--- src/rtl/rau_pkg.sv ---
// Package with operation codes and shared types for the rational arithmetic unit.
`timescale 1ns / 1ps
package rau_pkg;
  localparam logic [2:0] KIND_ADD = 3'd0;
  localparam logic [2:0] KIND_SUB = 3'd1;
  localparam logic [2:0] KIND_MUL = 3'd2;
  localparam logic [2:0] KIND_DIV = 3'd3;
  localparam logic [2:0] KIND_RED = 3'd4;
  localparam logic [2:0] KIND_RCP = 3'd5;

  typedef struct packed {
    logic start;
    logic done;
  } rau_ctl_t;
endpackage

--- src/rtl/rau_divider.sv ---
// Bit-serial signed truncating divider giving quotient and remainder, one bit a cycle.
`timescale 1ns / 1ps
module rau_divider import rau_pkg::*; #(
  parameter int W = 32
) (
  input  logic         clk,
  input  logic         rst_n,
  input  logic         start,
  input  logic [W-1:0] dividend,
  input  logic [W-1:0] divisor,
  output rau_ctl_t     ctl,
  output logic [W-1:0] quot,
  output logic [W-1:0] rem
);
  localparam int CW = $clog2(W + 1);
  logic [W-1:0] q_r, q_nxt, r_r, r_nxt, d_r, d_nxt;
  logic         qn_r, qn_nxt, rn_r, rn_nxt, busy_r, busy_nxt, done_r, done_nxt;
  logic [CW-1:0] cnt_r, cnt_nxt;
  logic [W:0]   trial;
  logic [W-1:0] rsh;

  always_comb begin
    q_nxt = q_r;
    r_nxt = r_r;
    d_nxt = d_r;
    qn_nxt = qn_r;
    rn_nxt = rn_r;
    busy_nxt = busy_r;
    cnt_nxt = cnt_r;
    done_nxt = 1'b0;
    rsh = {r_r[W-2:0], q_r[W-1]};
    trial = {1'b0, rsh} - {1'b0, d_r};
    if (start) begin
      q_nxt = dividend[W-1] ? (~dividend + 1'b1) : dividend;
      d_nxt = divisor[W-1] ? (~divisor + 1'b1) : divisor;
      r_nxt = '0;
      qn_nxt = dividend[W-1] ^ divisor[W-1];
      rn_nxt = dividend[W-1];
      busy_nxt = 1'b1;
      cnt_nxt = '0;
    end else if (busy_r) begin
      if (!trial[W]) begin
        r_nxt = trial[W-1:0];
        q_nxt = {q_r[W-2:0], 1'b1};
      end else begin
        r_nxt = rsh;
        q_nxt = {q_r[W-2:0], 1'b0};
      end
      if (r_r[W-1]) begin
        r_nxt = trial[W-1:0];
        q_nxt = {q_r[W-2:0], 1'b1};
      end
      cnt_nxt = cnt_r + 1'b1;
      if (cnt_r == CW'(W - 1)) begin
        busy_nxt = 1'b0;
        done_nxt = 1'b1;
      end
    end
  end

  always_ff @(posedge clk) begin
    q_r <= q_nxt;
    r_r <= r_nxt;
    d_r <= d_nxt;
    qn_r <= qn_nxt;
    rn_r <= rn_nxt;
    cnt_r <= cnt_nxt;
    if (!rst_n) begin
      busy_r <= 1'b0;
      done_r <= 1'b0;
    end else begin
      busy_r <= busy_nxt;
      done_r <= done_nxt;
    end
  end

  assign ctl.start = start;
  assign ctl.done = done_r;
  assign quot = qn_r ? (~q_r + 1'b1) : q_r;
  assign rem = rn_r ? (~r_r + 1'b1) : r_r;
endmodule

--- src/rtl/rational_arithmetic_unit.sv ---
// Top level of the rational arithmetic unit: products, Euclid loop and final reduction.
`timescale 1ns / 1ps
// How long one item takes depends on its kind and on the number of Euclid steps: the cross
// products use a shift-and-add multiplier (up to three products), and each Euclid
// remainder step and each of the two final divisions uses the shared bit-serial divider;
// when both parts are zero, no division is done. Busy is high from the accepted start
// until out_valid.
// The result is shown for one cycle on out_valid and cannot be held off.
module rational_arithmetic_unit import rau_pkg::*; #(
  parameter int WORD_BITS = 32
) (
  input  logic        clk,
  input  logic        rst_n,
  input  logic        start,
  output logic        busy,
  input  logic [2:0]  in_kind,
  input  logic signed [31:0] in_a_num,
  input  logic signed [31:0] in_a_den,
  input  logic signed [31:0] in_b_num,
  input  logic signed [31:0] in_b_den,
  output logic        out_valid,
  output logic signed [31:0] out_res_num,
  output logic signed [31:0] out_res_den,
  output logic        out_status
);
  localparam int W = WORD_BITS;
  localparam int CW = $clog2(W + 1);
  localparam logic [3:0] S_IDLE = 4'd0;
  localparam logic [3:0] S_MUL  = 4'd1;
  localparam logic [3:0] S_GCD  = 4'd2;
  localparam logic [3:0] S_GWT  = 4'd3;
  localparam logic [3:0] S_DN   = 4'd4;
  localparam logic [3:0] S_DNW  = 4'd5;
  localparam logic [3:0] S_DD   = 4'd6;
  localparam logic [3:0] S_DDW  = 4'd7;
  localparam logic [3:0] S_OUT  = 4'd8;

  logic [3:0] st_r, st_nxt;
  logic [2:0] kind_r, kind_nxt;
  logic [W-1:0] an_r, an_nxt, ad_r, ad_nxt, bn_r, bn_nxt, bd_r, bd_nxt;
  logic [W-1:0] num_r, num_nxt, den_r, den_nxt, x_r, x_nxt, y_r, y_nxt;
  logic [W-1:0] acc_r, acc_nxt, mc_r, mc_nxt, mp_r, mp_nxt;
  logic [1:0] ph_r, ph_nxt;
  logic [CW-1:0] cnt_r, cnt_nxt;
  logic [31:0] rn_r, rn_nxt, rd_r, rd_nxt;
  logic stat_r, stat_nxt, ov_r, ov_nxt;
  logic dv_start;
  logic [W-1:0] dv_a, dv_b, dv_q, dv_r;
  rau_ctl_t dv_ctl;
  logic reduce_k;

  function automatic logic [W-1:0] sx(input logic [31:0] v);
    return W'($signed(v));
  endfunction

  function automatic logic [31:0] lo32(input logic [W-1:0] v);
    return 32'($signed(v));
  endfunction

  assign reduce_k = !(kind_r == KIND_ADD || kind_r == KIND_SUB ||
                      kind_r == KIND_MUL || kind_r == KIND_DIV);

  rau_divider #(.W(W)) u_div (
    .clk(clk), .rst_n(rst_n), .start(dv_start), .dividend(dv_a), .divisor(dv_b),
    .ctl(dv_ctl), .quot(dv_q), .rem(dv_r)
  );

  always_comb begin
    st_nxt = st_r;
    kind_nxt = kind_r;
    an_nxt = an_r; ad_nxt = ad_r; bn_nxt = bn_r; bd_nxt = bd_r;
    num_nxt = num_r; den_nxt = den_r; x_nxt = x_r; y_nxt = y_r;
    acc_nxt = acc_r; mc_nxt = mc_r; mp_nxt = mp_r;
    ph_nxt = ph_r; cnt_nxt = cnt_r;
    rn_nxt = rn_r; rd_nxt = rd_r; stat_nxt = stat_r;
    ov_nxt = 1'b0;
    dv_start = 1'b0;
    dv_a = x_r;
    dv_b = y_r;
    unique case (st_r)
      S_IDLE: begin
        if (start) begin
          kind_nxt = in_kind;
          an_nxt = sx(in_a_num); ad_nxt = sx(in_a_den);
          bn_nxt = sx(in_b_num); bd_nxt = sx(in_b_den);
          acc_nxt = '0; cnt_nxt = '0; ph_nxt = 2'd0;
          mc_nxt = sx(in_a_den);
          mp_nxt = (in_kind == KIND_DIV) ? sx(in_b_num) : sx(in_b_den);
          st_nxt = S_MUL;
        end
      end
      S_MUL: begin
        if (reduce_k) begin
          num_nxt = (kind_r == KIND_RCP) ? ad_r : an_r;
          den_nxt = (kind_r == KIND_RCP) ? an_r : ad_r;
          x_nxt = an_r; y_nxt = ad_r;
          st_nxt = S_GCD;
        end else begin
          if (mp_r[0]) acc_nxt = acc_r + mc_r;
          mc_nxt = {mc_r[W-2:0], 1'b0};
          mp_nxt = {1'b0, mp_r[W-1:1]};
          cnt_nxt = cnt_r + 1'b1;
          if (cnt_r == CW'(W - 1)) begin
            cnt_nxt = '0;
            acc_nxt = '0;
            priority case (ph_r)
              2'd0: begin
                den_nxt = mp_r[0] ? acc_r + mc_r : acc_r;
                mc_nxt = an_r;
                mp_nxt = (kind_r == KIND_MUL) ? bn_r : bd_r;
                ph_nxt = 2'd1;
              end
              2'd1: begin
                num_nxt = mp_r[0] ? acc_r + mc_r : acc_r;
                mc_nxt = bn_r;
                mp_nxt = ad_r;
                ph_nxt = 2'd2;
                if (kind_r == KIND_MUL || kind_r == KIND_DIV) begin
                  x_nxt = mp_r[0] ? acc_r + mc_r : acc_r;
                  y_nxt = den_r;
                  st_nxt = S_GCD;
                end
              end
              default: begin
                num_nxt = (kind_r == KIND_ADD) ?
                          num_r + (mp_r[0] ? acc_r + mc_r : acc_r) :
                          num_r - (mp_r[0] ? acc_r + mc_r : acc_r);
                x_nxt = num_nxt; y_nxt = den_r;
                st_nxt = S_GCD;
              end
            endcase
          end
        end
      end
      S_GCD: begin
        if (y_r == '0) begin
          if (x_r == '0) begin
            stat_nxt = 1'b1;
            rn_nxt = lo32(num_r); rd_nxt = lo32(den_r);
            st_nxt = S_OUT;
          end else begin
            st_nxt = S_DN;
          end
        end else begin
          dv_start = 1'b1;
          st_nxt = S_GWT;
        end
      end
      S_GWT: begin
        if (dv_ctl.done) begin
          x_nxt = y_r;
          y_nxt = dv_r;
          st_nxt = S_GCD;
        end
      end
      S_DN: begin
        dv_start = 1'b1; dv_a = num_r; dv_b = x_r;
        st_nxt = S_DNW;
      end
      S_DNW: begin
        if (dv_ctl.done) begin
          rn_nxt = lo32(dv_q);
          st_nxt = S_DD;
        end
      end
      S_DD: begin
        dv_start = 1'b1; dv_a = den_r; dv_b = x_r;
        st_nxt = S_DDW;
      end
      S_DDW: begin
        if (dv_ctl.done) begin
          rd_nxt = lo32(dv_q);
          stat_nxt = 1'b0;
          st_nxt = S_OUT;
        end
      end
      S_OUT: begin
        ov_nxt = 1'b1;
        st_nxt = S_IDLE;
      end
      default: st_nxt = S_IDLE;
    endcase
  end

  always_ff @(posedge clk) begin
    kind_r <= kind_nxt;
    an_r <= an_nxt; ad_r <= ad_nxt; bn_r <= bn_nxt; bd_r <= bd_nxt;
    num_r <= num_nxt; den_r <= den_nxt; x_r <= x_nxt; y_r <= y_nxt;
    acc_r <= acc_nxt; mc_r <= mc_nxt; mp_r <= mp_nxt;
    ph_r <= ph_nxt; cnt_r <= cnt_nxt;
    rn_r <= rn_nxt; rd_r <= rd_nxt; stat_r <= stat_nxt;
    if (!rst_n) begin
      st_r <= S_IDLE;
      ov_r <= 1'b0;
    end else begin
      st_r <= st_nxt;
      ov_r <= ov_nxt;
    end
  end

  assign busy = (st_r != S_IDLE);
  assign out_valid = ov_r;
  assign out_res_num = rn_r;
  assign out_res_den = rd_r;
  assign out_status = stat_r;
endmodule

--- config.mk ---
export PLATFORM = sky130hd
export DESIGN_NAME = rational_arithmetic_unit
export DESIGN_NICKNAME = d
export VERILOG_FILES = /design/src/rtl/rau_pkg.sv /design/src/rtl/rau_divider.sv /design/src/rtl/rational_arithmetic_unit.sv
export SDC_FILE = /design/constraint.sdc
export NUM_CORES = 1
export LEC_CHECK = 0
export BUFFER_PORTS_ARGS = -buffer_cell sky130_fd_sc_hd__buf_2
export CAP_MARGIN = 20
export CORE_MARGIN = 10
export CORE_UTILIZATION = 45
export DETAILED_ROUTE_END_ITERATION = 16
export PLACE_DENSITY_LB_ADDON = 0.08
export SKIP_CTS_REPAIR_TIMING = 1
export SLEW_MARGIN = 20
export SYNTH_ARGS = -nofsm -noshare
export SYNTH_HDL_FRONTEND = slang
export SYNTH_SLANG_ARGS = --single-unit
--- constraint.sdc ---
create_clock -name clk -period 18.5 [get_ports clk]
set_clock_uncertainty 0.05 [all_clocks]
set_input_delay 3.7 -clock clk [delete_from_list [all_inputs] [get_ports clk]]
set_output_delay 3.7 -clock clk [all_outputs]
set_load 0.005 [all_outputs]
==> impl_metrics.env, run 1 <==
export IMPL_status="completed"
export IMPL_cts_sinks=539
export IMPL_synth_cell_types=100
export IMPL_start_util_pct=45.7
export IMPL_fmaxAchievable_mhz=151
export IMPL_crit_required_ns=18.81
export IMPL_cp_end_kind="flop"
export IMPL_root_buffer="clkbuf_16"
export IMPL_rows=99
export IMPL_synth_flop_cell="edfxtp_1"
export IMPL_synth_compound_area_share_pct=18.9
export IMPL_grt_pass1_wl_um=160000
export IMPL_critPathSlowestCell="buf_4"
export IMPL_htree_levels=2
export IMPL_placement_io_buffers=200
export IMPL_holdCritPathClass="reg -> reg"
export IMPL_synth_xor_area_share_pct=5.99
export IMPL_synth_seq_cells=539
export IMPL_cts_tree="yes"
export IMPL_path_delay_family="compound AO/OA/AOI/OAI gates"
export IMPL_crit_type="reg -> reg"
export IMPL_setup_violations_final=0
export IMPL_hold_viol=0
export IMPL_grt_ovfl_total=0
export IMPL_synth_top_family_by_area="compound AO/OA/AOI/OAI gates"
export IMPL_dp_slack_ns=11.89
export IMPL_tightest_slew_ns=1.12
export IMPL_critPathMaxFanout=58
export IMPL_drt_first_pass_iters=6
export IMPL_max_vdd_ir_drop_mv=0.101
export IMPL_grt_max_degree=88
export IMPL_drv_slew=0
export IMPL_ant_nets=0
export IMPL_cap_violations=0
export IMPL_hpwl_um=80200
export IMPL_area_growth_synth_to_final_pct=12.1
export IMPL_die_height_um=293
export IMPL_clock_latency_ns=0.66
export IMPL_yosysWarnings=0
export IMPL_final_nets=3786
export IMPL_synthSimpleGateAreaFrac_pct=14.3
export IMPL_drc=0
export IMPL_via_count=27230
export IMPL_cpPeakStageDelay_ns=0.55
export IMPL_power_per_cell_area_nw_per_um2=224
export IMPL_max_slew_margin_rel_pct=25.3
export IMPL_arrival_ns=6.96
export IMPL_gp_congestion=0.932
export IMPL_period_needed_ns=6.64
export IMPL_postSynthCellCount=3435
export IMPL_drt_iter0_drc=2532
export IMPL_synth_nets=3678
export IMPL_grt_pass1_vias=25961
export IMPL_io_pins=201
export IMPL_fin_crit_sh_pct=35.9
export IMPL_timing_final_ws_setup_ns=11.86
export IMPL_rsz0062_at_grt="no"
export IMPL_drive_above_1_share_pct=11.4
export IMPL_synth_fa_ha_area_share_pct=4.14
export IMPL_synthArstFlopShare_pct=0
export IMPL_power_leakage_nw=14.2
export IMPL_routed_wl_um=106000
export IMPL_fin_tns_setup_ns=0
export IMPL_startpoint_type="flop"
export IMPL_synthesis_area_um2=33500
export IMPL_dieArea_um2=85800
export IMPL_synth_edf_count=494
export IMPL_clkTransAtPathRegs_ns=0.06
export IMPL_detail_route_vias_per_cell=5.98
export IMPL_crit_buf_inv=2
export IMPL_syn_mean_instance_area_um2=9.75
export IMPL_yosysSeqAreaShare_pct=47.0
export IMPL_core_um2=73300
export IMPL_die_w_um=293
export IMPL_fill_cells=6727
export IMPL_clockBufferDepth=3
export IMPL_synthMuxAreaShare_pct=6.63
export IMPL_gr_usage_all_layers_pct=23.7
export IMPL_grt_antenna_before_repair=2
export IMPL_routedWlPerCell_um=23.2
export IMPL_cts_inserted_buffers=61
cells in the mapped netlist, drive strengths merged, types with 20 or more instances:
master | n | area (um2)
clkbuf | 166 | 623
nor4 | 20 | 125
nand3 | 40 | 213
ha | 106 | 1330
a21oi | 346 | 1730
nand2 | 340 | 1280
mux2i | 218 | 2190
nor3 | 55 | 290
nand4 | 23 | 144
inv | 68 | 255
buf | 36 | 168
nor2 | 397 | 1490
or3 | 29 | 186
a21o | 53 | 398
nand2b | 34 | 213
xor2 | 93 | 815
xnor2 | 136 | 1190
a211oi | 44 | 340
edfxtp | 494 | 14800
and3 | 24 | 150
dfxtp | 45 | 901
o211ai | 38 | 299
a31oi | 31 | 221
o21ai | 280 | 1400
a22oi | 37 | 283
o31ai | 27 | 221
power breakdown:
part	switching, mW	internal (mW)
registers	0.486	2.00
logic	2.85	1.81
clock network	0.520	0.747
kinds of logic after synthesis:
logic type | count (synthesis)
simple gates | 1049
compound gates | 1016
flops | 539
buf+inv | 272
xor+xnor | 229
mux | 221
fa+ha+maj | 109
cells in the final DEF, fill, tap and decap left out, types with 25 or more instances in the layout:
master	netlist	final
buf_4	1	42
nand3_1	39	39
a21o_1	53	53
mux2i_1	217	217
a21oi_1	346	344
nor3_1	52	48
inv_1	66	66
xnor2_1	136	136
o211ai_1	37	37
o31ai_1	25	25
nor2_1	397	393
dfxtp_1	45	43
o21ai_0	267	267
or3_1	28	27
nand2_1	339	337
nand2b_1	34	33
a31oi_1	28	28
a211oi_1	42	42
clkbuf_16	0	62
a22oi_1	36	36
xor2_1	93	93
edfxtp_1	494	494
buf_2	11	200
ha_1	106	106
final timing paths:
kind	slack, ns	to	startpoint	cells past startpoint
worst min register to register	0.47	u_div.cnt_r[4]	u_div.cnt_r[4]	2
worst min-delay path	0.47	u_div.cnt_r[4]	u_div.cnt_r[4]	2
worst max-delay path	11.86	x_r[31]	mp_r[0]	26
worst max register to register	11.86	x_r[31]	mp_r[0]	26
per-layer routing:
| layer | routed length [um] | track usage, % | vias to the layer above |
|---|---|---|---|
| met5 | 13 | 0 | - |
| met4 | 2410 | 6.04 | 2 |
| met3 | 7300 | 3.09 | 126 |
| met2 | 45500 | 35.7 | 980 |
| met1 | 50500 | 35.4 | 13169 |
| li1 | - | - | 12953 |
worst min-delay path, cell delays in order (launching register included):
cell	delay, ns
dfxtp_1	0.35
xor2_1	0.07
nor2_1	0.07
final cells by class:
| class | count | area, um2 | area share (%) |
|---|---|---|---|
| multi-input cells | 2624 | 16800 | 44.8 |
| flip-flops and latches | 539 | 15700 | 41.9 |
| clock buffers | 78 | 1620 | 4.32 |
| repair buffers | 247 | 1430 | 3.80 |
| well taps | 959 | 1200 | 3.20 |
| clock inverters | 38 | 462 | 1.23 |
| inverters | 70 | 263 | 0.700 |
| diodes | 2 | 5.00 | 0.0133 |
through the flow:
stage | total power [mW] | cells | utilization, % | hold slack (ns) | cell area (um2)
2_1_floorplan | 5.82 | 3435 | - | 0.430 | 33500
3_3_place_gp | 6.99 | 4434 | 48.2 | 0.453 | 35300
3_5_place_dp | 7.06 | 4434 | 48.2 | 0.451 | 35300
4_1_cts | 8.36 | 4550 | 51.0 | 0.470 | 37400
5_1_grt | 9.02 | 4555 | 51.2 | 0.510 | 37500
6_report | 8.41 | 4557 | 51.2 | 0.472 | 37500
Power figures use the tool's default switching activity.
==> run 2: changes to the inputs <==
--- a/config.mk
+++ b/config.mk
@@ -5,6 +5,7 @@
 export SDC_FILE = /design/constraint.sdc
 export NUM_CORES = 1
 export LEC_CHECK = 0
+export ABC_AREA = 1
 export BUFFER_PORTS_ARGS = -buffer_cell sky130_fd_sc_hd__buf_2
 export CAP_MARGIN = 20
 export CORE_MARGIN = 10
==> constraint.sdc (replaced) <==
create_clock -name clk -period 5.4 [get_ports clk]
set_clock_uncertainty 0.05 [all_clocks]
set_input_delay 1.08 -clock clk [delete_from_list [all_inputs] [get_ports clk]]
set_output_delay 1.08 -clock clk [all_outputs]
set_load 0.005 [all_outputs]
==> run 2 against run 1 <==
  * Design area rose by 3.4%
  * Routed wire length increased by 19%
  * Largest cell class unchanged
  * Highest routed layer is now met4
  * Register-to-register slack worse by 12 ns
  * Maximum frequency rose by 31%
  * Utilization grew 0.67 points
  * Hold slack worse by 0.018 ns
  * Via count rose by 13%
==> impl_metrics.env, run 2 <==
export IMPL_max_slew_margin_rel_pct=28.9
export IMPL_fmaxAchievable_mhz=196
export IMPL_synthMuxAreaShare_pct=0.319
export IMPL_crit_path_frequent_cell="nand2_1"
export IMPL_synth_compound_area_share_pct=15.3
export IMPL_io_pins=201
export IMPL_period_needed_ns=5.09
export IMPL_hold_worst_slack_ns=0.454
export IMPL_cp_end_kind="flop"
export IMPL_critPathMaxFanout=5
export IMPL_gr_usage_all_layers_pct=28.0
export IMPL_gp_congestion=0.968
export IMPL_rows=100
export IMPL_startpoint_type="flop"
export IMPL_synth_top_area_share_pct=43.4
export IMPL_synth_common_cells="nand2_1 (973), inv_1 (495), edfxtp_1 (494)"
export IMPL_final_nets=4624
export IMPL_critPathSlowestCell="edfxtp_1"
export IMPL_clkTransAtPathRegs_ns=0.07
export IMPL_cap_violations=0
export IMPL_yosysMostFrequentCell="nand2_1"
export IMPL_power_per_cell_area_nw_per_um2=731
export IMPL_fin_crit_sh_pct=94.2
export IMPL_yosysWarnings=0
export IMPL_ant_nets=0
export IMPL_crit_chain="ha_1 > nand2_1 > nor2_1 > nand2_1 > inv_1 > nand2_1 > nand2_1 > nand2_1 > nand3_1 > nand2_1 > nor2_1 > nand2_1 > nor2_4 > nor2_1 > xnor2_1 > ha_1 > nand2_1 > nor2_1 > inv_1 > o21bai_1 > xor2_1 > o21ai_0 > o311ai_0"
export IMPL_holdCritPathClass="reg -> reg"
export IMPL_crit_required_ns=5.69
export IMPL_min_from="u_div.cnt_r[0]"
export IMPL_core_um2=74800
export IMPL_clkPwrFrac_pct=16.3
export IMPL_placement_io_buffers=200
export IMPL_cts_sinks=539
export IMPL_setup_violations_final=0
export IMPL_drt_first_pass_iters=6
export IMPL_grt_pass1_wl_um=185000
export IMPL_max_vdd_ir_drop_mv=0.369
export IMPL_drc=0
export IMPL_synth_fa_ha_area_share_pct=4.06
export IMPL_postSynthCellCount=4194
export IMPL_p_comb_share_pct=55.3
export IMPL_cts_inserted_buffers=61
export IMPL_intPower_mw=14.8
export IMPL_hpwl_um=98900
export IMPL_crit_type="reg -> reg"
export IMPL_postLayoutCoreUtil_pct=51.9
export IMPL_synth_flop_cell="edfxtp_1"
export IMPL_start_util_pct=45.6
export IMPL_hold_depth=2
export IMPL_synth_top_family_by_area="simple AND/OR/NAND/NOR gates"
export IMPL_synth_seq_cells=539
export IMPL_grt_max_degree=129
export IMPL_yosysTopAreaCell="edfxtp_1"
export IMPL_p_sw_share_pct=48.0
export IMPL_synthesis_area_um2=34100
export IMPL_fin_tns_setup_ns=0
export IMPL_root_buffer="clkbuf_16"
export IMPL_fin_cells=5405
export IMPL_grt_antenna_before_repair=1
export IMPL_r2r_cells=23
export IMPL_pwr_share_seq_pct=28.4
export IMPL_dieArea_um2=87300
export IMPL_power_leakage_nw=16.5
export IMPL_synth_cell_types=68
export IMPL_yosysSeqAreaShare_pct=46.1
export IMPL_grt_ovfl_total=0
export IMPL_mostFrequentLayoutCells="nand2_1 (972), edfxtp_1 (494), inv_1 (492)"
export IMPL_drive_above_1_share_pct=11.8
export IMPL_synth_xor_area_share_pct=4.54
export IMPL_synthArstFlopShare_pct=0
export IMPL_routedWlPerCell_um=23.3
export IMPL_rsz0062_at_grt="yes"
export IMPL_status="completed"
export IMPL_htree_levels=2
export IMPL_r2r_setup_slack_ns=0.31
export IMPL_synthSimpleGateAreaFrac_pct=22.1
export IMPL_p_sw_mw=13.6
export IMPL_cts_tree="yes"
export IMPL_grt_pass1_vias=29279
export IMPL_layout_commonest_cell="nand2_1"
export IMPL_syn_mean_instance_area_um2=8.14
export IMPL_die_height_um=295
export IMPL_cpPeakStageDelay_ns=0.43
export IMPL_tightest_slew_ns=1.06
export IMPL_r2r_start="acc_r[11]"
export IMPL_synth_edf_count=494
export IMPL_drt_iter0_drc=3066
export IMPL_synthTopCellsByArea="edfxtp_1 (43%), nand2_1 (11%), o21ai_0 (5.8%)"
export IMPL_hold_viol=0
export IMPL_rr_endpoint="num_r[17]"
export IMPL_drv_slew=0
export IMPL_detail_route_vias_per_cell=5.69
export IMPL_clock_latency_ns=0.65
export IMPL_routed_wl_um=126000
export IMPL_via_count=30759
export IMPL_whs_endpoint="u_div.cnt_r[0]"
export IMPL_die_w_um=295
export IMPL_placedCellCount=5286
export IMPL_arrival_ns=5.38
export IMPL_area_growth_synth_to_final_pct=13.7
export IMPL_synth_nets=4437
export IMPL_clockBufferDepth=3
run 2: cell types whose count changed in the layout (fill, tap and decap cells not counted), sizes merged, moves of 30 or more:
cell	delta
a211oi	-43
xor2	+35
o21ai	+156
xnor2	-87
buf	+44
nand4	+30
nand2	+639
inv	+442
nand3	+191
nand2b	-34
a21o	-46
a21oi	-112
mux2i	-210
run 2: layout make-up:
cell class              instances  area [um2]
clock buffers                  72        1630
diodes                          2        5.00
clock inverters                44         577
fillers                      7249       36000
multi-input cells            2977       16000
inverters                     511        1920
repair buffers                291        1720
well taps                     969        1210
flip-flops and latches        539       15700
run 2: kinds of logic (layout without fill, tap and decap cells):
group | count (synthesis) | count (layout)
other cells | 0 | 2
mux | 8 | 8
xor+xnor | 177 | 177
buf+inv | 678 | 918
simple gates | 1785 | 1785
compound gates | 898 | 898
flops | 539 | 539
fa+ha+maj | 109 | 109
run 2: power groups by stage:
stage               clock, mW  combinational [mW]  sequential [mW]
floorplan                   0                10.6             7.50
global placement            0                15.2             8.05
detailed placement          0                15.2             8.05
CTS                      4.67                15.3             7.98
global route             4.83                17.5             8.14
finish                   4.63                15.7             8.05
run 2: worst max path at each step:
| stage | slack (ns) | endpoint | start | cells past startpoint |
|---|---|---|---|---|
| floorplan | 0.40 | ad_r[0] | start | 2 |
| global placement | 0.27 | x_r[26] | acc_r[0] | 29 |
| detailed placement | 0.15 | num_r[30] | acc_r[0] | 25 |
| CTS | 0.13 | num_r[30] | acc_r[0] | 25 |
| global route | -0.09 | num_r[30] | acc_r[0] | 25 |
| finish | 0.31 | num_r[17] | acc_r[11] | 23 |
run 2: stage by stage:
step,cell area (um2),power (mW),worst slack [ns]
final,38800,28.4,0.311
after global routing,38800,30.4,-0.0877
after CTS,38700,27.9,0.132
after detailed placement,36500,23.3,0.148
after global placement,36500,23.3,0.270
after floorplan,34100,18.1,0.401
run 2: worst max-delay path, delay by kind of cell (launching register included):
family	cells	cell delay (ns)
flops	1	0.43
xor+xnor	2	0.28
compound gates	3	0.98
simple gates	14	2.10
fa+ha+maj	2	0.79
buf+inv	2	0.14
run 2: routing by layer:
metal  track usage [%]  up-vias  part of all wire (%)
met4              9.35        0                   3.5
li1                  -    14701                     -
met5                 0        -                     0
met3              4.20      185                   7.6
met2              44.5     1178                    45
met1              38.8    14695                    44
